## src/rtl/core/dlr_pkg.sv

```systemverilog
// ----------------------------------------------------------------------------
// DDA line rasterizer package
// Shared widths, operation codes and the command record that travels from
// the front end through the command queue to the stepping engine.
// ----------------------------------------------------------------------------
package dlr_pkg;

    // Coordinate and fixed-point widths.
    localparam int COORD_BITS = 12;
    localparam int FRAC_BITS  = 16;
    localparam int ACC_BITS   = COORD_BITS + FRAC_BITS + 1;
    localparam int CNT_BITS   = COORD_BITS + 1;
    localparam int QUOT_BITS  = FRAC_BITS + 1;
    localparam int COLOR_BITS = 24;

    // Divider iteration counter: one quotient bit per cycle.
    localparam int DIV_CNT_BITS = $clog2(FRAC_BITS + 1);

    // Command queue depth.
    localparam int QUEUE_DEPTH = 4;
    localparam int QUEUE_AW    = $clog2(QUEUE_DEPTH);

    // Reset value of the color register.
    localparam logic [COLOR_BITS-1:0] COLOR_RESET = COLOR_BITS'(8'hFF);

    // Operation codes.
    localparam logic OP_START = 1'b0;
    localparam logic OP_TICK  = 1'b1;

    // Classified command as produced by the front end.
    typedef struct packed {
        logic                  op;
        logic [COORD_BITS-1:0] x_start;
        logic [COORD_BITS-1:0] y_start;
        logic [COORD_BITS-1:0] abs_dx;
        logic [COORD_BITS-1:0] abs_dy;
        logic                  neg_x;
        logic                  neg_y;
        logic [COORD_BITS-1:0] steps;
    } cmd_t;

endpackage

```

## src/rtl/core/dlr_front.sv

```systemverilog
// ----------------------------------------------------------------------------
// DDA line rasterizer front end
// Accepts input transactions, works out the deltas, their magnitudes and
// signs and the step count, and pushes the classified command to the queue.
// ----------------------------------------------------------------------------
module dlr_front
(
    input  logic                          clk,
    input  logic                          rst_n,
    input  logic                          in_valid,
    output logic                          in_stall,
    input  logic                          operation,
    input  logic [dlr_pkg::COORD_BITS-1:0] x_start,
    input  logic [dlr_pkg::COORD_BITS-1:0] y_start,
    input  logic [dlr_pkg::COORD_BITS-1:0] x_end,
    input  logic [dlr_pkg::COORD_BITS-1:0] y_end,
    output logic                          push,
    output dlr_pkg::cmd_t                 push_cmd,
    input  logic                          queue_full
);

    logic                              valid_reg;
    logic                              valid_next;
    dlr_pkg::cmd_t                     cmd_reg;
    dlr_pkg::cmd_t                     cmd_next;
    logic                              accept;
    logic signed [dlr_pkg::COORD_BITS:0] dx;
    logic signed [dlr_pkg::COORD_BITS:0] dy;
    logic [dlr_pkg::COORD_BITS-1:0]    abs_dx;
    logic [dlr_pkg::COORD_BITS-1:0]    abs_dy;

    // Hold the input while the stage is full and the queue cannot take it.
    assign in_stall = valid_reg && queue_full;
    assign accept   = in_valid && !in_stall;
    assign push     = valid_reg && !queue_full;
    assign push_cmd = cmd_reg;

    // Classify: signed deltas, magnitudes and the major-axis step count.
    always_comb
    begin
        dx     = $signed({1'b0, x_end}) - $signed({1'b0, x_start});
        dy     = $signed({1'b0, y_end}) - $signed({1'b0, y_start});
        abs_dx = dx[dlr_pkg::COORD_BITS] ? dlr_pkg::COORD_BITS'(-dx)
                                         : dx[dlr_pkg::COORD_BITS-1:0];
        abs_dy = dy[dlr_pkg::COORD_BITS] ? dlr_pkg::COORD_BITS'(-dy)
                                         : dy[dlr_pkg::COORD_BITS-1:0];
        cmd_next.op      = operation;
        cmd_next.x_start = x_start;
        cmd_next.y_start = y_start;
        cmd_next.abs_dx  = abs_dx;
        cmd_next.abs_dy  = abs_dy;
        cmd_next.neg_x   = dx[dlr_pkg::COORD_BITS];
        cmd_next.neg_y   = dy[dlr_pkg::COORD_BITS];
        cmd_next.steps   = (abs_dx > abs_dy) ? abs_dx : abs_dy;
    end

    // Stage occupancy.
    always_comb
    begin
        valid_next = accept || (valid_reg && queue_full);
    end

    always_ff @(posedge clk or negedge rst_n)
    begin
        if (!rst_n)
        begin
            valid_reg <= 1'b0;
        end
        else
        begin
            valid_reg <= valid_next;
        end
    end

    // Command payload.
    always_ff @(posedge clk)
    begin
        if (accept)
        begin
            cmd_reg <= cmd_next;
        end
    end

endmodule

```

## src/rtl/core/dlr_queue.sv

```systemverilog
// ----------------------------------------------------------------------------
// DDA line rasterizer command queue
// A short first-in first-out queue that decouples the front end from the
// stepping engine.
// ----------------------------------------------------------------------------
module dlr_queue
(
    input  logic          clk,
    input  logic          rst_n,
    input  logic          push,
    input  dlr_pkg::cmd_t push_cmd,
    output logic          full,
    input  logic          pop,
    output logic          pop_valid,
    output dlr_pkg::cmd_t pop_cmd
);

    dlr_pkg::cmd_t                  mem [dlr_pkg::QUEUE_DEPTH];
    logic [dlr_pkg::QUEUE_AW-1:0]   wr_ptr_reg;
    logic [dlr_pkg::QUEUE_AW-1:0]   wr_ptr_next;
    logic [dlr_pkg::QUEUE_AW-1:0]   rd_ptr_reg;
    logic [dlr_pkg::QUEUE_AW-1:0]   rd_ptr_next;
    logic [dlr_pkg::QUEUE_AW:0]     count_reg;
    logic [dlr_pkg::QUEUE_AW:0]     count_next;
    logic                           do_push;
    logic                           do_pop;

    assign full      = (count_reg == (dlr_pkg::QUEUE_AW + 1)'(dlr_pkg::QUEUE_DEPTH));
    assign pop_valid = (count_reg != '0);
    assign pop_cmd   = mem[rd_ptr_reg];
    assign do_push   = push && !full;
    assign do_pop    = pop && pop_valid;

    // Pointer and fill-count update.
    always_comb
    begin
        wr_ptr_next = do_push ? wr_ptr_reg + 1'b1 : wr_ptr_reg;
        rd_ptr_next = do_pop ? rd_ptr_reg + 1'b1 : rd_ptr_reg;
        count_next  = count_reg;
        if (do_push && !do_pop)
        begin
            count_next = count_reg + 1'b1;
        end
        else if (do_pop && !do_push)
        begin
            count_next = count_reg - 1'b1;
        end
    end

    always_ff @(posedge clk or negedge rst_n)
    begin
        if (!rst_n)
        begin
            wr_ptr_reg <= '0;
            rd_ptr_reg <= '0;
            count_reg  <= '0;
        end
        else
        begin
            wr_ptr_reg <= wr_ptr_next;
            rd_ptr_reg <= rd_ptr_next;
            count_reg  <= count_next;
        end
    end

    // Queue storage.
    always_ff @(posedge clk)
    begin
        if (do_push)
        begin
            mem[wr_ptr_reg] <= push_cmd;
        end
    end

endmodule

```

## src/rtl/core/dlr_back.sv

```systemverilog
// ----------------------------------------------------------------------------
// DDA line rasterizer stepping engine
// Takes commands from the queue. A start command loads the accumulators and
// runs a bit-serial divider for both increments; a tick command emits one
// pixel into the output register and advances the accumulators.
// ----------------------------------------------------------------------------
module dlr_back
(
    input  logic                            clk,
    input  logic                            rst_n,
    input  logic                            cmd_valid,
    input  dlr_pkg::cmd_t                   cmd,
    output logic                            cmd_pop,
    input  logic [dlr_pkg::COLOR_BITS-1:0]  color,
    output logic                            out_valid,
    input  logic                            out_stall,
    output logic [dlr_pkg::COORD_BITS-1:0]  pixel_x,
    output logic [dlr_pkg::COORD_BITS-1:0]  pixel_y,
    output logic [dlr_pkg::COLOR_BITS-1:0]  pixel_color,
    output logic                            last_pixel
);

    localparam logic ST_IDLE = 1'b0;
    localparam logic ST_DIV  = 1'b1;

    localparam logic signed [dlr_pkg::ACC_BITS:0] HALF_ULP =
        (dlr_pkg::ACC_BITS + 1)'(1) << (dlr_pkg::FRAC_BITS - 1);

    logic                                    state_reg, state_next;
    logic                                    busy_reg, busy_next;
    logic signed [dlr_pkg::ACC_BITS-1:0]     acc_x_reg, acc_x_next;
    logic signed [dlr_pkg::ACC_BITS-1:0]     acc_y_reg, acc_y_next;
    logic signed [dlr_pkg::ACC_BITS-1:0]     step_x_reg, step_x_next;
    logic signed [dlr_pkg::ACC_BITS-1:0]     step_y_reg, step_y_next;
    logic [dlr_pkg::CNT_BITS-1:0]            pixels_left_reg, pixels_left_next;
    logic [dlr_pkg::CNT_BITS-1:0]            rem_x_reg, rem_x_next;
    logic [dlr_pkg::CNT_BITS-1:0]            rem_y_reg, rem_y_next;
    logic [dlr_pkg::QUOT_BITS-1:0]           quot_x_reg, quot_x_next;
    logic [dlr_pkg::QUOT_BITS-1:0]           quot_y_reg, quot_y_next;
    logic [dlr_pkg::COORD_BITS-1:0]          divisor_reg, divisor_next;
    logic                                    neg_x_reg, neg_x_next;
    logic                                    neg_y_reg, neg_y_next;
    logic [dlr_pkg::DIV_CNT_BITS-1:0]        div_cnt_reg, div_cnt_next;
    logic                                    out_valid_reg, out_valid_next;
    logic [dlr_pkg::COORD_BITS-1:0]          pixel_x_reg, pixel_x_next;
    logic [dlr_pkg::COORD_BITS-1:0]          pixel_y_reg, pixel_y_next;
    logic [dlr_pkg::COLOR_BITS-1:0]          color_reg, color_next;
    logic                                    last_reg, last_next;
    logic                                    emit;
    logic                                    out_room;
    logic [dlr_pkg::CNT_BITS-1:0]            shift_x;
    logic [dlr_pkg::CNT_BITS-1:0]            shift_y;
    logic                                    bit_x;
    logic                                    bit_y;
    logic [dlr_pkg::QUOT_BITS-1:0]           quot_x_new;
    logic [dlr_pkg::QUOT_BITS-1:0]           quot_y_new;
    logic signed [dlr_pkg::ACC_BITS-1:0]     mag_x;
    logic signed [dlr_pkg::ACC_BITS-1:0]     mag_y;

    // Round an accumulator to the nearest pixel and clamp it to the raster.
    function automatic logic [dlr_pkg::COORD_BITS-1:0] to_pixel
    (
        input logic signed [dlr_pkg::ACC_BITS-1:0] acc
    );
        logic signed [dlr_pkg::ACC_BITS:0] r;
        logic [dlr_pkg::COORD_BITS:0]      p;
        r = $signed({acc[dlr_pkg::ACC_BITS-1], acc}) + HALF_ULP;
        p = r[dlr_pkg::ACC_BITS-1:dlr_pkg::FRAC_BITS];
        if (r[dlr_pkg::ACC_BITS])
        begin
            to_pixel = '0;
        end
        else if (p[dlr_pkg::COORD_BITS])
        begin
            to_pixel = '1;
        end
        else
        begin
            to_pixel = p[dlr_pkg::COORD_BITS-1:0];
        end
    endfunction

    assign out_room    = !out_valid_reg || !out_stall;
    assign out_valid   = out_valid_reg;
    assign pixel_x     = pixel_x_reg;
    assign pixel_y     = pixel_y_reg;
    assign pixel_color = color_reg;
    assign last_pixel  = last_reg;

    // One restoring-division step for both axes. The first step compares
    // the magnitude itself; later steps shift the remainder left first.
    always_comb
    begin
        shift_x = (div_cnt_reg == '0) ? rem_x_reg : {rem_x_reg[dlr_pkg::CNT_BITS-2:0], 1'b0};
        shift_y = (div_cnt_reg == '0) ? rem_y_reg : {rem_y_reg[dlr_pkg::CNT_BITS-2:0], 1'b0};
        bit_x   = shift_x >= {1'b0, divisor_reg};
        bit_y   = shift_y >= {1'b0, divisor_reg};
        quot_x_new = {quot_x_reg[dlr_pkg::QUOT_BITS-2:0], bit_x};
        quot_y_new = {quot_y_reg[dlr_pkg::QUOT_BITS-2:0], bit_y};
        mag_x = $signed(dlr_pkg::ACC_BITS'(quot_x_new));
        mag_y = $signed(dlr_pkg::ACC_BITS'(quot_y_new));
    end

    // Sequencer: command dispatch, division steps and pixel emission.
    always_comb
    begin
        state_next       = state_reg;
        busy_next        = busy_reg;
        acc_x_next       = acc_x_reg;
        acc_y_next       = acc_y_reg;
        step_x_next      = step_x_reg;
        step_y_next      = step_y_reg;
        pixels_left_next = pixels_left_reg;
        rem_x_next       = rem_x_reg;
        rem_y_next       = rem_y_reg;
        quot_x_next      = quot_x_reg;
        quot_y_next      = quot_y_reg;
        divisor_next     = divisor_reg;
        neg_x_next       = neg_x_reg;
        neg_y_next       = neg_y_reg;
        div_cnt_next     = div_cnt_reg;
        cmd_pop          = 1'b0;
        emit             = 1'b0;

        unique case (state_reg)
            ST_IDLE:
            begin
                if (cmd_valid)
                begin
                    if (cmd.op == dlr_pkg::OP_START)
                    begin
                        // A start abandons any line in progress.
                        cmd_pop          = 1'b1;
                        busy_next        = 1'b1;
                        acc_x_next       = $signed({1'b0, cmd.x_start,
                                                    {dlr_pkg::FRAC_BITS{1'b0}}});
                        acc_y_next       = $signed({1'b0, cmd.y_start,
                                                    {dlr_pkg::FRAC_BITS{1'b0}}});
                        pixels_left_next = {1'b0, cmd.steps} + 1'b1;
                        step_x_next      = '0;
                        step_y_next      = '0;
                        rem_x_next       = {1'b0, cmd.abs_dx};
                        rem_y_next       = {1'b0, cmd.abs_dy};
                        quot_x_next      = '0;
                        quot_y_next      = '0;
                        divisor_next     = cmd.steps;
                        neg_x_next       = cmd.neg_x;
                        neg_y_next       = cmd.neg_y;
                        div_cnt_next     = '0;
                        // A zero-length line keeps zero increments.
                        if (cmd.steps != '0)
                        begin
                            state_next = ST_DIV;
                        end
                    end
                    else if (out_room)
                    begin
                        // A tick with no line in progress is dropped without a result.
                        cmd_pop = 1'b1;
                        if (busy_reg)
                        begin
                            emit             = 1'b1;
                            acc_x_next       = acc_x_reg + step_x_reg;
                            acc_y_next       = acc_y_reg + step_y_reg;
                            pixels_left_next = pixels_left_reg - 1'b1;
                            if (pixels_left_reg == dlr_pkg::CNT_BITS'(1))
                            begin
                                busy_next = 1'b0;
                            end
                        end
                    end
                end
            end
            ST_DIV:
            begin
                rem_x_next  = bit_x ? shift_x - {1'b0, divisor_reg} : shift_x;
                rem_y_next  = bit_y ? shift_y - {1'b0, divisor_reg} : shift_y;
                quot_x_next = quot_x_new;
                quot_y_next = quot_y_new;
                div_cnt_next = div_cnt_reg + 1'b1;
                if (div_cnt_reg == dlr_pkg::DIV_CNT_BITS'(dlr_pkg::FRAC_BITS))
                begin
                    step_x_next = neg_x_reg ? -mag_x : mag_x;
                    step_y_next = neg_y_reg ? -mag_y : mag_y;
                    state_next  = ST_IDLE;
                end
            end
            default:
            begin
                state_next = ST_IDLE;
            end
        endcase
    end

    // Output register update.
    always_comb
    begin
        out_valid_next = out_valid_reg;
        pixel_x_next   = pixel_x_reg;
        pixel_y_next   = pixel_y_reg;
        color_next     = color_reg;
        last_next      = last_reg;
        if (emit)
        begin
            out_valid_next = 1'b1;
            pixel_x_next   = to_pixel(acc_x_reg);
            pixel_y_next   = to_pixel(acc_y_reg);
            color_next     = color;
            last_next      = (pixels_left_reg == dlr_pkg::CNT_BITS'(1));
        end
        else if (!out_stall)
        begin
            out_valid_next = 1'b0;
        end
    end

    // Control state.
    always_ff @(posedge clk or negedge rst_n)
    begin
        if (!rst_n)
        begin
            state_reg       <= ST_IDLE;
            busy_reg        <= 1'b0;
            pixels_left_reg <= '0;
            div_cnt_reg     <= '0;
            out_valid_reg   <= 1'b0;
        end
        else
        begin
            state_reg       <= state_next;
            busy_reg        <= busy_next;
            pixels_left_reg <= pixels_left_next;
            div_cnt_reg     <= div_cnt_next;
            out_valid_reg   <= out_valid_next;
        end
    end

    // Datapath registers.
    always_ff @(posedge clk)
    begin
        acc_x_reg   <= acc_x_next;
        acc_y_reg   <= acc_y_next;
        step_x_reg  <= step_x_next;
        step_y_reg  <= step_y_next;
        rem_x_reg   <= rem_x_next;
        rem_y_reg   <= rem_y_next;
        quot_x_reg  <= quot_x_next;
        quot_y_reg  <= quot_y_next;
        divisor_reg <= divisor_next;
        neg_x_reg   <= neg_x_next;
        neg_y_reg   <= neg_y_next;
        pixel_x_reg <= pixel_x_next;
        pixel_y_reg <= pixel_y_next;
        color_reg   <= color_next;
        last_reg    <= last_next;
    end

    // The divider only runs for a line that has pixels to give.
    assert property (@(posedge clk) disable iff (!rst_n)
        (state_reg == ST_DIV) |-> (busy_reg && pixels_left_reg != '0))
        else $error("divider running without an active line");

    // An active line always has at least one pixel left.
    assert property (@(posedge clk) disable iff (!rst_n)
        busy_reg |-> (pixels_left_reg != '0))
        else $error("active line with no pixels left");

    // A pixel is never written over one that is still held.
    assert property (@(posedge clk) disable iff (!rst_n)
        emit |-> (!out_valid_reg || !out_stall))
        else $error("pixel emitted into a stalled output register");

    // A line ends only by emitting its flagged last pixel.
    assert property (@(posedge clk) disable iff (!rst_n)
        $fell(busy_reg) |-> (out_valid_reg && last_reg))
        else $error("line ended without its last pixel");

endmodule

```

## src/rtl/core/dda_line_rasterizer.sv

```systemverilog
// ----------------------------------------------------------------------------
// DDA line rasterizer
// Top level: color register, front end, command queue and stepping engine.
// ----------------------------------------------------------------------------
// A start transaction (operation 0) loads two endpoints and produces no
// pixel. It occupies the stepping engine while it takes the command and
// then while a bit-serial divider forms both increments, one quotient bit
// per cycle; a zero-length line skips the divider. Each tick transaction
// (operation 1) then emits one pixel per cycle from the engine into the
// output register while the output does not stall; the last of the
// steps+1 pixels carries last_pixel. A tick with no line in progress is
// consumed without a result, and a start abandons the current line. A
// four-entry command queue lets the input keep accepting while the
// divider runs or the output stalls. The line color register is written on
// the cfg channel, which is always ready, and should be written only while
// no line is being drawn.
module dda_line_rasterizer
(
    input  logic                            clk,
    input  logic                            rst_n,
    input  logic                            cfg_valid,
    output logic                            cfg_ready,
    input  logic [dlr_pkg::COLOR_BITS-1:0]  cfg_data,
    input  logic                            in_valid,
    output logic                            in_stall,
    input  logic                            operation,
    input  logic [dlr_pkg::COORD_BITS-1:0]  x_start,
    input  logic [dlr_pkg::COORD_BITS-1:0]  y_start,
    input  logic [dlr_pkg::COORD_BITS-1:0]  x_end,
    input  logic [dlr_pkg::COORD_BITS-1:0]  y_end,
    output logic                            out_valid,
    input  logic                            out_stall,
    output logic [dlr_pkg::COORD_BITS-1:0]  pixel_x,
    output logic [dlr_pkg::COORD_BITS-1:0]  pixel_y,
    output logic [dlr_pkg::COLOR_BITS-1:0]  pixel_color,
    output logic                            last_pixel
);

    logic [dlr_pkg::COLOR_BITS-1:0] line_color_reg;
    logic [dlr_pkg::COLOR_BITS-1:0] line_color_next;
    logic                           push;
    dlr_pkg::cmd_t                  push_cmd;
    logic                           queue_full;
    logic                           pop;
    logic                           pop_valid;
    dlr_pkg::cmd_t                  pop_cmd;

    // Configuration write: always accepted.
    assign cfg_ready = 1'b1;

    always_comb
    begin
        line_color_next = (cfg_valid && cfg_ready) ? cfg_data : line_color_reg;
    end

    always_ff @(posedge clk or negedge rst_n)
    begin
        if (!rst_n)
        begin
            line_color_reg <= dlr_pkg::COLOR_RESET;
        end
        else
        begin
            line_color_reg <= line_color_next;
        end
    end

    // Front end: accepts and classifies input transactions.
    dlr_front u_front
    (
        .clk        (clk),
        .rst_n      (rst_n),
        .in_valid   (in_valid),
        .in_stall   (in_stall),
        .operation  (operation),
        .x_start    (x_start),
        .y_start    (y_start),
        .x_end      (x_end),
        .y_end      (y_end),
        .push       (push),
        .push_cmd   (push_cmd),
        .queue_full (queue_full)
    );

    // Command queue between the front end and the stepping engine.
    dlr_queue u_queue
    (
        .clk       (clk),
        .rst_n     (rst_n),
        .push      (push),
        .push_cmd  (push_cmd),
        .full      (queue_full),
        .pop       (pop),
        .pop_valid (pop_valid),
        .pop_cmd   (pop_cmd)
    );

    // Stepping engine with the increment divider and output register.
    dlr_back u_back
    (
        .clk         (clk),
        .rst_n       (rst_n),
        .cmd_valid   (pop_valid),
        .cmd         (pop_cmd),
        .cmd_pop     (pop),
        .color       (line_color_reg),
        .out_valid   (out_valid),
        .out_stall   (out_stall),
        .pixel_x     (pixel_x),
        .pixel_y     (pixel_y),
        .pixel_color (pixel_color),
        .last_pixel  (last_pixel)
    );

endmodule
```

## config.mk

```make
export PLATFORM = sky130hd
export DESIGN_NAME = dda_line_rasterizer
export DESIGN_NICKNAME = d
export VERILOG_FILES = /design/src/rtl/core/dlr_pkg.sv /design/src/rtl/core/dlr_front.sv /design/src/rtl/core/dlr_queue.sv /design/src/rtl/core/dlr_back.sv /design/src/rtl/core/dda_line_rasterizer.sv
export SDC_FILE = /design/constraint.sdc
export NUM_CORES = 1
export LEC_CHECK = 0
export ABC_AREA = 0
export BUFFER_PORTS_ARGS = -buffer_cell sky130_fd_sc_hd__buf_2
export CAP_MARGIN = 20
export CORE_ASPECT_RATIO = 1.75
export CORE_UTILIZATION = 30
export DETAILED_ROUTE_END_ITERATION = 12
export GPL_TIMING_DRIVEN = 0
export PLACE_DENSITY = 0.55
export SYNTH_ARGS = -nofsm -noshare
export SYNTH_HDL_FRONTEND = slang
export SYNTH_SLANG_ARGS = --single-unit
export TNS_END_PERCENT = 1
```

## constraint.sdc

```tcl
create_clock -name clk -period 6.2 [get_ports clk]
set_input_delay 0 -clock clk [delete_from_list [all_inputs] [get_ports clk]]
set_output_delay 0 -clock clk [all_outputs]
set_load 0.1 [all_outputs]
```

# Word level (Yosys, flattened, before mapping)
# Memories as Yosys holds them, arrays and structs flattened.
# Index checks and enable logic that the tools add are counted.
dict set report totals {
  register_bits 353
  ram_bits 252
  inputBits 78
  mem_count 1
}
# name depth word_bits rd rd_ports_with_merged_regs wr line
set memory_table {}
lappend memory_table {u_queue.mem 4 63 1 0 1 dlr_queue.sv:18} ;# dlr_pkg::cmd_t mem [dlr_pkg::QUEUE_DEPTH];
dict set report classes {
  addsub 19
  n_lt_le_gt_ge 3
  eq_ne 9
  muxes 63
  bitwise_logic 2
  n_reduce_logical 24
}
# op n
set op_table {}
lappend op_table {{29-bit 2-to-1 mux} 10}
lappend op_table {{13-bit 2-to-1 mux} 11}
lappend op_table {{29-bit one-hot mux with 2 select lines} 2}
lappend op_table {{16-bit one-hot mux with 2 select lines} 2}
lappend op_table {{29-bit by 17-bit adder with 30-bit output, second input constant} 2}
lappend op_table {{12-bit 2-to-1 mux} 5}
lappend op_table {{29-bit adder} 2}
lappend op_table {{17-bit negation with 29-bit output} 2}
lappend op_table {{28-bit 2-to-1 mux} 2}
lappend op_table {{13-bit one-hot mux with 2 select lines} 2}
lappend op_table {{16-bit 2-to-1 mux} 2}
lappend op_table {{13-bit by 12-bit >= comparator with 1-bit output} 2}
lappend op_table {{12-bit by 12-bit subtractor with 13-bit output} 2}
lappend op_table {{13-bit by 12-bit subtractor with 13-bit output} 2}
lappend op_table {{12-bit negation} 2}
lappend op_table {{1-bit 2-to-1 mux} 21}
lappend op_table {{12-bit by 1-bit adder with 13-bit output, second input constant} 1}
lappend op_table {{13-bit by 1-bit == test with 1-bit output, second input constant} 1}
lappend op_table {{13-bit by 1-bit subtractor with 13-bit output, second input constant} 1}
lappend op_table {{12-bit > comparator} 1}
lappend op_table {{12-bit nonzero test} 1}
lappend op_table {{5-bit 2-to-1 mux} 2}
lappend op_table {{5-bit one-hot mux with 2 select lines} 1}
lappend op_table {{3-bit AND reduction} 3}
lappend op_table {{19 further kinds} 38}

# Logic depth before layout (Yosys ltp)
dict set report logic_depth {
  ltp_word 10
  mapped_depth 20
  ltp_nobuf 19
}

# Cells and area by module
# Synthesis repeated with hierarchy kept, for this count alone.
dict set report hier_totals {
  hier_cells 2254
  area_unflattened_um2 30249.0
}
# mod n_inst cells_per_inst area_each_um2 seq_area_each_um2
set modules_own_cells {}
lappend modules_own_cells {dlr_back 1 1452 15536.2 7642.3}
lappend modules_own_cells {dlr_queue 1 364 9507.9 7742.4}
lappend modules_own_cells {dlr_front 1 385 4186.5 1916.8}
lappend modules_own_cells {dda_line_rasterizer 1 53 1018.5 610.6}

# Worst setup path before layout
# OpenSTA, ideal clock, no wires.
dict set report synth_timing {
  path_type {register to register}
  from {register u_back.div_cnt_reg[0] (netlist name)}
  to {register u_back.step_y_reg[16] (netlist name), data pin}
  setup_time_ns 0.266
  arrival_time_ns 4.332
  required_ns 5.934
  slack_ns 1.602
  path_stages_with_launch 20
  n_path_buf 2
  cell_sequence {dfrtp_1 inv_1 ha_1 nor4b_4 clkbuf_1 mux2_2 ha_1 a21o_1 a21o_1 a21o_1 o31ai_1 a21oi_4 inv_2 buf_2 ha_1 nand2_1 or2_2 o31ai_1 xor2_1 nor2_1}
}
dict set report synth_via {
  elab_chain_len 7
}
# element line
set synth_rtl {}
lappend synth_rtl {{start: declaration} dlr_back.sv:43} ;# logic [dlr_pkg::DIV_CNT_BITS-1:0] div_cnt_reg, div_cnt_next;
lappend synth_rtl {{start signal: assignment} dlr_back.sv:233} ;# div_cnt_reg <= div_cnt_next;
lappend synth_rtl {{5-bit logical NOT} dlr_back.sv:95} ;# shift_y = (div_cnt_reg == '0) ? rem_y_reg : {rem_y_reg[dlr_pkg::CNT_BITS-2:0], 1'b0};
lappend synth_rtl {{13-bit 2-to-1 mux} dlr_back.sv:95}
lappend synth_rtl {{13-bit by 12-bit >= comparator with 1-bit output} dlr_back.sv:97} ;# bit_y = shift_y >= {1'b0, divisor_reg};
lappend synth_rtl {{17-bit negation with 29-bit output} dlr_back.sv:184} ;# step_y_next = neg_y_reg ? -mag_y : mag_y;
lappend synth_rtl {{29-bit 2-to-1 mux} dlr_back.sv:184}
lappend synth_rtl {{29-bit 2-to-1 mux} dlr_back.sv:181} ;# if (div_cnt_reg == dlr_pkg::DIV_CNT_BITS'(dlr_pkg::FRAC_BITS))
lappend synth_rtl {{29-bit one-hot mux with 2 select lines} dlr_back.sv:125} ;# unique case (state_reg)
lappend synth_rtl {{end signal: assignment} dlr_back.sv:244} ;# step_y_reg <= step_y_next;
lappend synth_rtl {{end: declaration} dlr_back.sv:34} ;# logic signed [dlr_pkg::ACC_BITS-1:0] step_y_reg, step_y_next;
# Every way passes these cells. The select of a mux whose other input is x is not followed.
# A chain may end at the register's enable or synchronous reset.

# Final worst setup path
dict set report layout_timing {
  from {register u_back.div_cnt_reg[0] (netlist name)}
  to {register u_back.step_x_reg[16] (netlist name), data pin}
}
dict set report layout_via {
  elab_chain_len 7
}
# element line
set layout_rtl {}
lappend layout_rtl {{5-bit logical NOT} dlr_back.sv:94} ;# shift_x = (div_cnt_reg == '0) ? rem_x_reg : {rem_x_reg[dlr_pkg::CNT_BITS-2:0], 1'b0};
lappend layout_rtl {{13-bit 2-to-1 mux} dlr_back.sv:94}
lappend layout_rtl {{13-bit by 12-bit >= comparator with 1-bit output} dlr_back.sv:96} ;# bit_x = shift_x >= {1'b0, divisor_reg};
lappend layout_rtl {{17-bit negation with 29-bit output} dlr_back.sv:183} ;# step_x_next = neg_x_reg ? -mag_x : mag_x;
lappend layout_rtl {{29-bit 2-to-1 mux} dlr_back.sv:183}
lappend layout_rtl {{29-bit 2-to-1 mux} dlr_back.sv:181}
lappend layout_rtl {{29-bit one-hot mux with 2 select lines} dlr_back.sv:125}
lappend layout_rtl {{end signal: assignment} dlr_back.sv:243} ;# step_x_reg <= step_x_next;
lappend layout_rtl {{end: declaration} dlr_back.sv:33} ;# logic signed [dlr_pkg::ACC_BITS-1:0] step_x_reg, step_x_next;
# Every way passes these cells. The select of a mux whose other input is x is not followed.

==> run metrics <==
status finished, final reports clean; setup bufs post-CTS 0; synth top area cells edfxtp_1 55%, ha_1 5.5%, mux4_2 4.6%; via count 19.6k; min Tclk post-route 5.80 ns; CP most frequent cell ha_1; Crit Path Category reg -> reg; dpl cells 3787; vias in the first global route 20.2k; Hold/Removal Path Class in -> reg; most frequent cell after synthesis edfxtp_1; Fin Clk Skew 0.0460 ns; setup TNS 0 ns; Worst IR Drop VDD 0.000332 V; Die Y 422 um; initial antenna violation count 2; Post-Syn Nets 2549; H-Tree Depth 2; number of synthesized flops with an enable pin 552; I/O Buffers 127; Vias/cell 4.95; Max stage delay cell, worst path nor4b_4; fin nets 2810; CP Launch Type flip-flop; Mapped Avg Cell Area 13.0 um^2; initial core utilization 0.303; Die ar. 102000 um^2; final setup vio count 0; Most used DFF post-synth edfxtp_1; fin util 0.356; flops & latches, synth 605; Worst Path Max Fanout 10; DRT Pass-1 Iters 5; pin count of the biggest net entering global routing 51; GP Congestion 0.843; synth unique cells 94; CTS tree yes; grt ovf 0; crit path cell chain inv_1 > ha_1 > nor4b_4 > clkbuf_4 > mux2_2 > ha_1 > nor2b_1 > o21ai_0 > a21boi_1 > o2111ai_1 > a311oi_2 > nor2_2 > buf_4 > ha_1 > nand3_1 > o31ai_1 > xor2_1 > nor2_1; Final Slew Violations 0; drt wl/cell 19.9 um; total CTS buffers 61; Power per Cell Area 584 nW/um^2; worst path bufs/invs 3; crit path DAT 6.15 ns; I/O pin total 130; cell area after synthesis 30300 um^2; die extent in x 242 um; commonest cells in the netlist 552 x edfxtp_1, 169 x nor2_1, 148 x nand2_1; Peak Freq 172 MHz; Seq/Total Area, Yosys 0.592; Critical Path Sink Type flip-flop; total power 0.0208 W; fin crit share 0.935; clock slew at reported path FFs 0.06 ns; number of flip-flops in the largest register 252; Rel. slew slack 0.352; Leak 13.1 nW; share of the synthesized area in the top cell type 0.548; P&R area growth vs syn 17.5%; Synth async-reset ratio 0.0876; WP data required 6.55 ns; clock sink total 605; final wirelength 78700 um; worst-margin pin slew 0.962 ns; Gate Count Post-Synth 2331; HPWL after DPL 58700 um; Detail Route Antenna Nets 0; final-report hold violation count 0; global-route wire length before repair 120000 um; num rows 153; Core Region 99700 um^2; Tot GR Track Use 0.153; DRC violations left 0; Clock Tree Root clkbuf_16; Crit path max-delay family simple AND/OR/NAND/NOR gates; ratio of cells with drive above 1 in the final layout 0.161; CTS max path bufs 3; worst hold slack 0.0577 ns; RSZ-0062 raised after global routing false; Synth area leader edfxtp_1; Initial DRC Count 1133; CP max stage delay 0.58 ns; Clock Latency Late Sink 0.67 ns; Post-Layout Cell Count 3962; Reg with most FFs u_queue.mem; max-cap viol count 0; Syn. warnings 0
==> cell usage in the layout, fill, tap and decap left out, types with 21 or more instances in the layout <==
master           n
edfxtp_1       552
nor2_1         168
nand2_1        148
buf_2          139
ha_1           133
inv_1          123
a21oi_1        118
o21ai_0        112
xor2_1          74
xnor2_1         68
mux4_2          62
clkbuf_16       62
dlygate4sd3_1   58
clkbuf_1        56
mux2_2          55
nor3_1          50
nand3_1         48
dfrtp_1         45
a21o_1          44
and2_1          35
and3_1          29
a31oi_1         28
mux2i_1         26
o31ai_1         25
nor2b_1         23
or3_1           21
==> kinds of logic after synthesis <==
| group | after synthesis | share of synthesized area |
|---|---|---|
| and+or+nand+nor | 614 | 0.100 |
| AOI/OAI and AO/OA | 479 | 0.105 |
| buffers and inverters | 205 | 0.0264 |
| muxes | 145 | 0.0761 |
| other | 1 | 0.000124 |
| DFF | 605 | 0.592 |
| adders and majority gates | 140 | 0.0596 |
| xor gates and xnor gates | 142 | 0.0411 |
==> area by class of cell <==
class	instances	area, um^2
Antenna cell	1	2.50
Multi-Input combinational cell	1521	11600
Clock inverter	42	429
Clock buffer	73	1640
Fill cell	9652	64200
Tap cell	1317	1650
Timing Repair Buffer	198	1520
Buffer	76	320
Inverter	129	484
Sequential cell	605	17900
==> per-stage QoR <==
stage	area, um^2	worst slack [ns]
floorplan	30300	1.60
global placement	32500	-0.352
detailed placement	32900	0.0928
CTS	35500	0.0927
global route	35600	0.00758
finish	35600	0.402
==> routing by layer <==
layer | global-route usage | wire length, um | vias to the layer above
met2 | 0.301 | 43700 | 440
li1 | - | - | 9390
met4 | 0.0873 | 4520 | 2
met1 | 0.155 | 28300 | 9632
met3 | 0.0145 | 2250 | 163
met5 | 0 | 11 | -
==> worst paths after layout <==
check                                 startpoint  slack, ns                         end  depth (start not counted)
min in group asynchronous                  rst_n       0.37            u_back.state_reg                          3
min                                   y_start[6]       0.06        u_front.push_cmd[44]                          2
max in group asynchronous                  rst_n       5.31  u_back.pixels_left_reg[12]                          4
min reg2reg                   line_color_reg[22]       0.44      u_back.pixel_color[22]                          0
max                        u_back.div_cnt_reg[0]       0.40       u_back.step_x_reg[16]                         18
max reg2reg                u_back.div_cnt_reg[0]       0.40       u_back.step_x_reg[16]                         18
==> power by group <==
group / leakage [nW] / switching [W] / internal [W] / total [W]
combinational: 6.30 / 0.00616 / 0.00362 / 0.00978
sequential: 5.84 / 0.000715 / 0.00651 / 0.00723
clock: 0.974 / 0.00168 / 0.00209 / 0.00377
==> what timing repair did <==
action	in CTS	in global routing
hold buffers	59	0
endpoints found under the setup margin	0	10
gates resized for setup	0	5
endpoints found under the hold margin	138	0
==> worst reg2reg max path: cells and delay by family, from the launching register on <==
| kind | cells | cell delay (ns) |
|---|---|---|
| XOR/XNOR | 1 | 0.18 |
| AO/OA/AOI/OAI | 5 | 1.47 |
| multiplexers | 1 | 0.40 |
| buffers and inverters | 3 | 0.77 |
| flip-flops | 1 | 0.42 |
| adder cells (fa/ha/maj) | 3 | 0.77 |
| AND/OR/NAND/NOR | 5 | 1.50 |
Note: power is estimated with default switching activity, not from simulation.
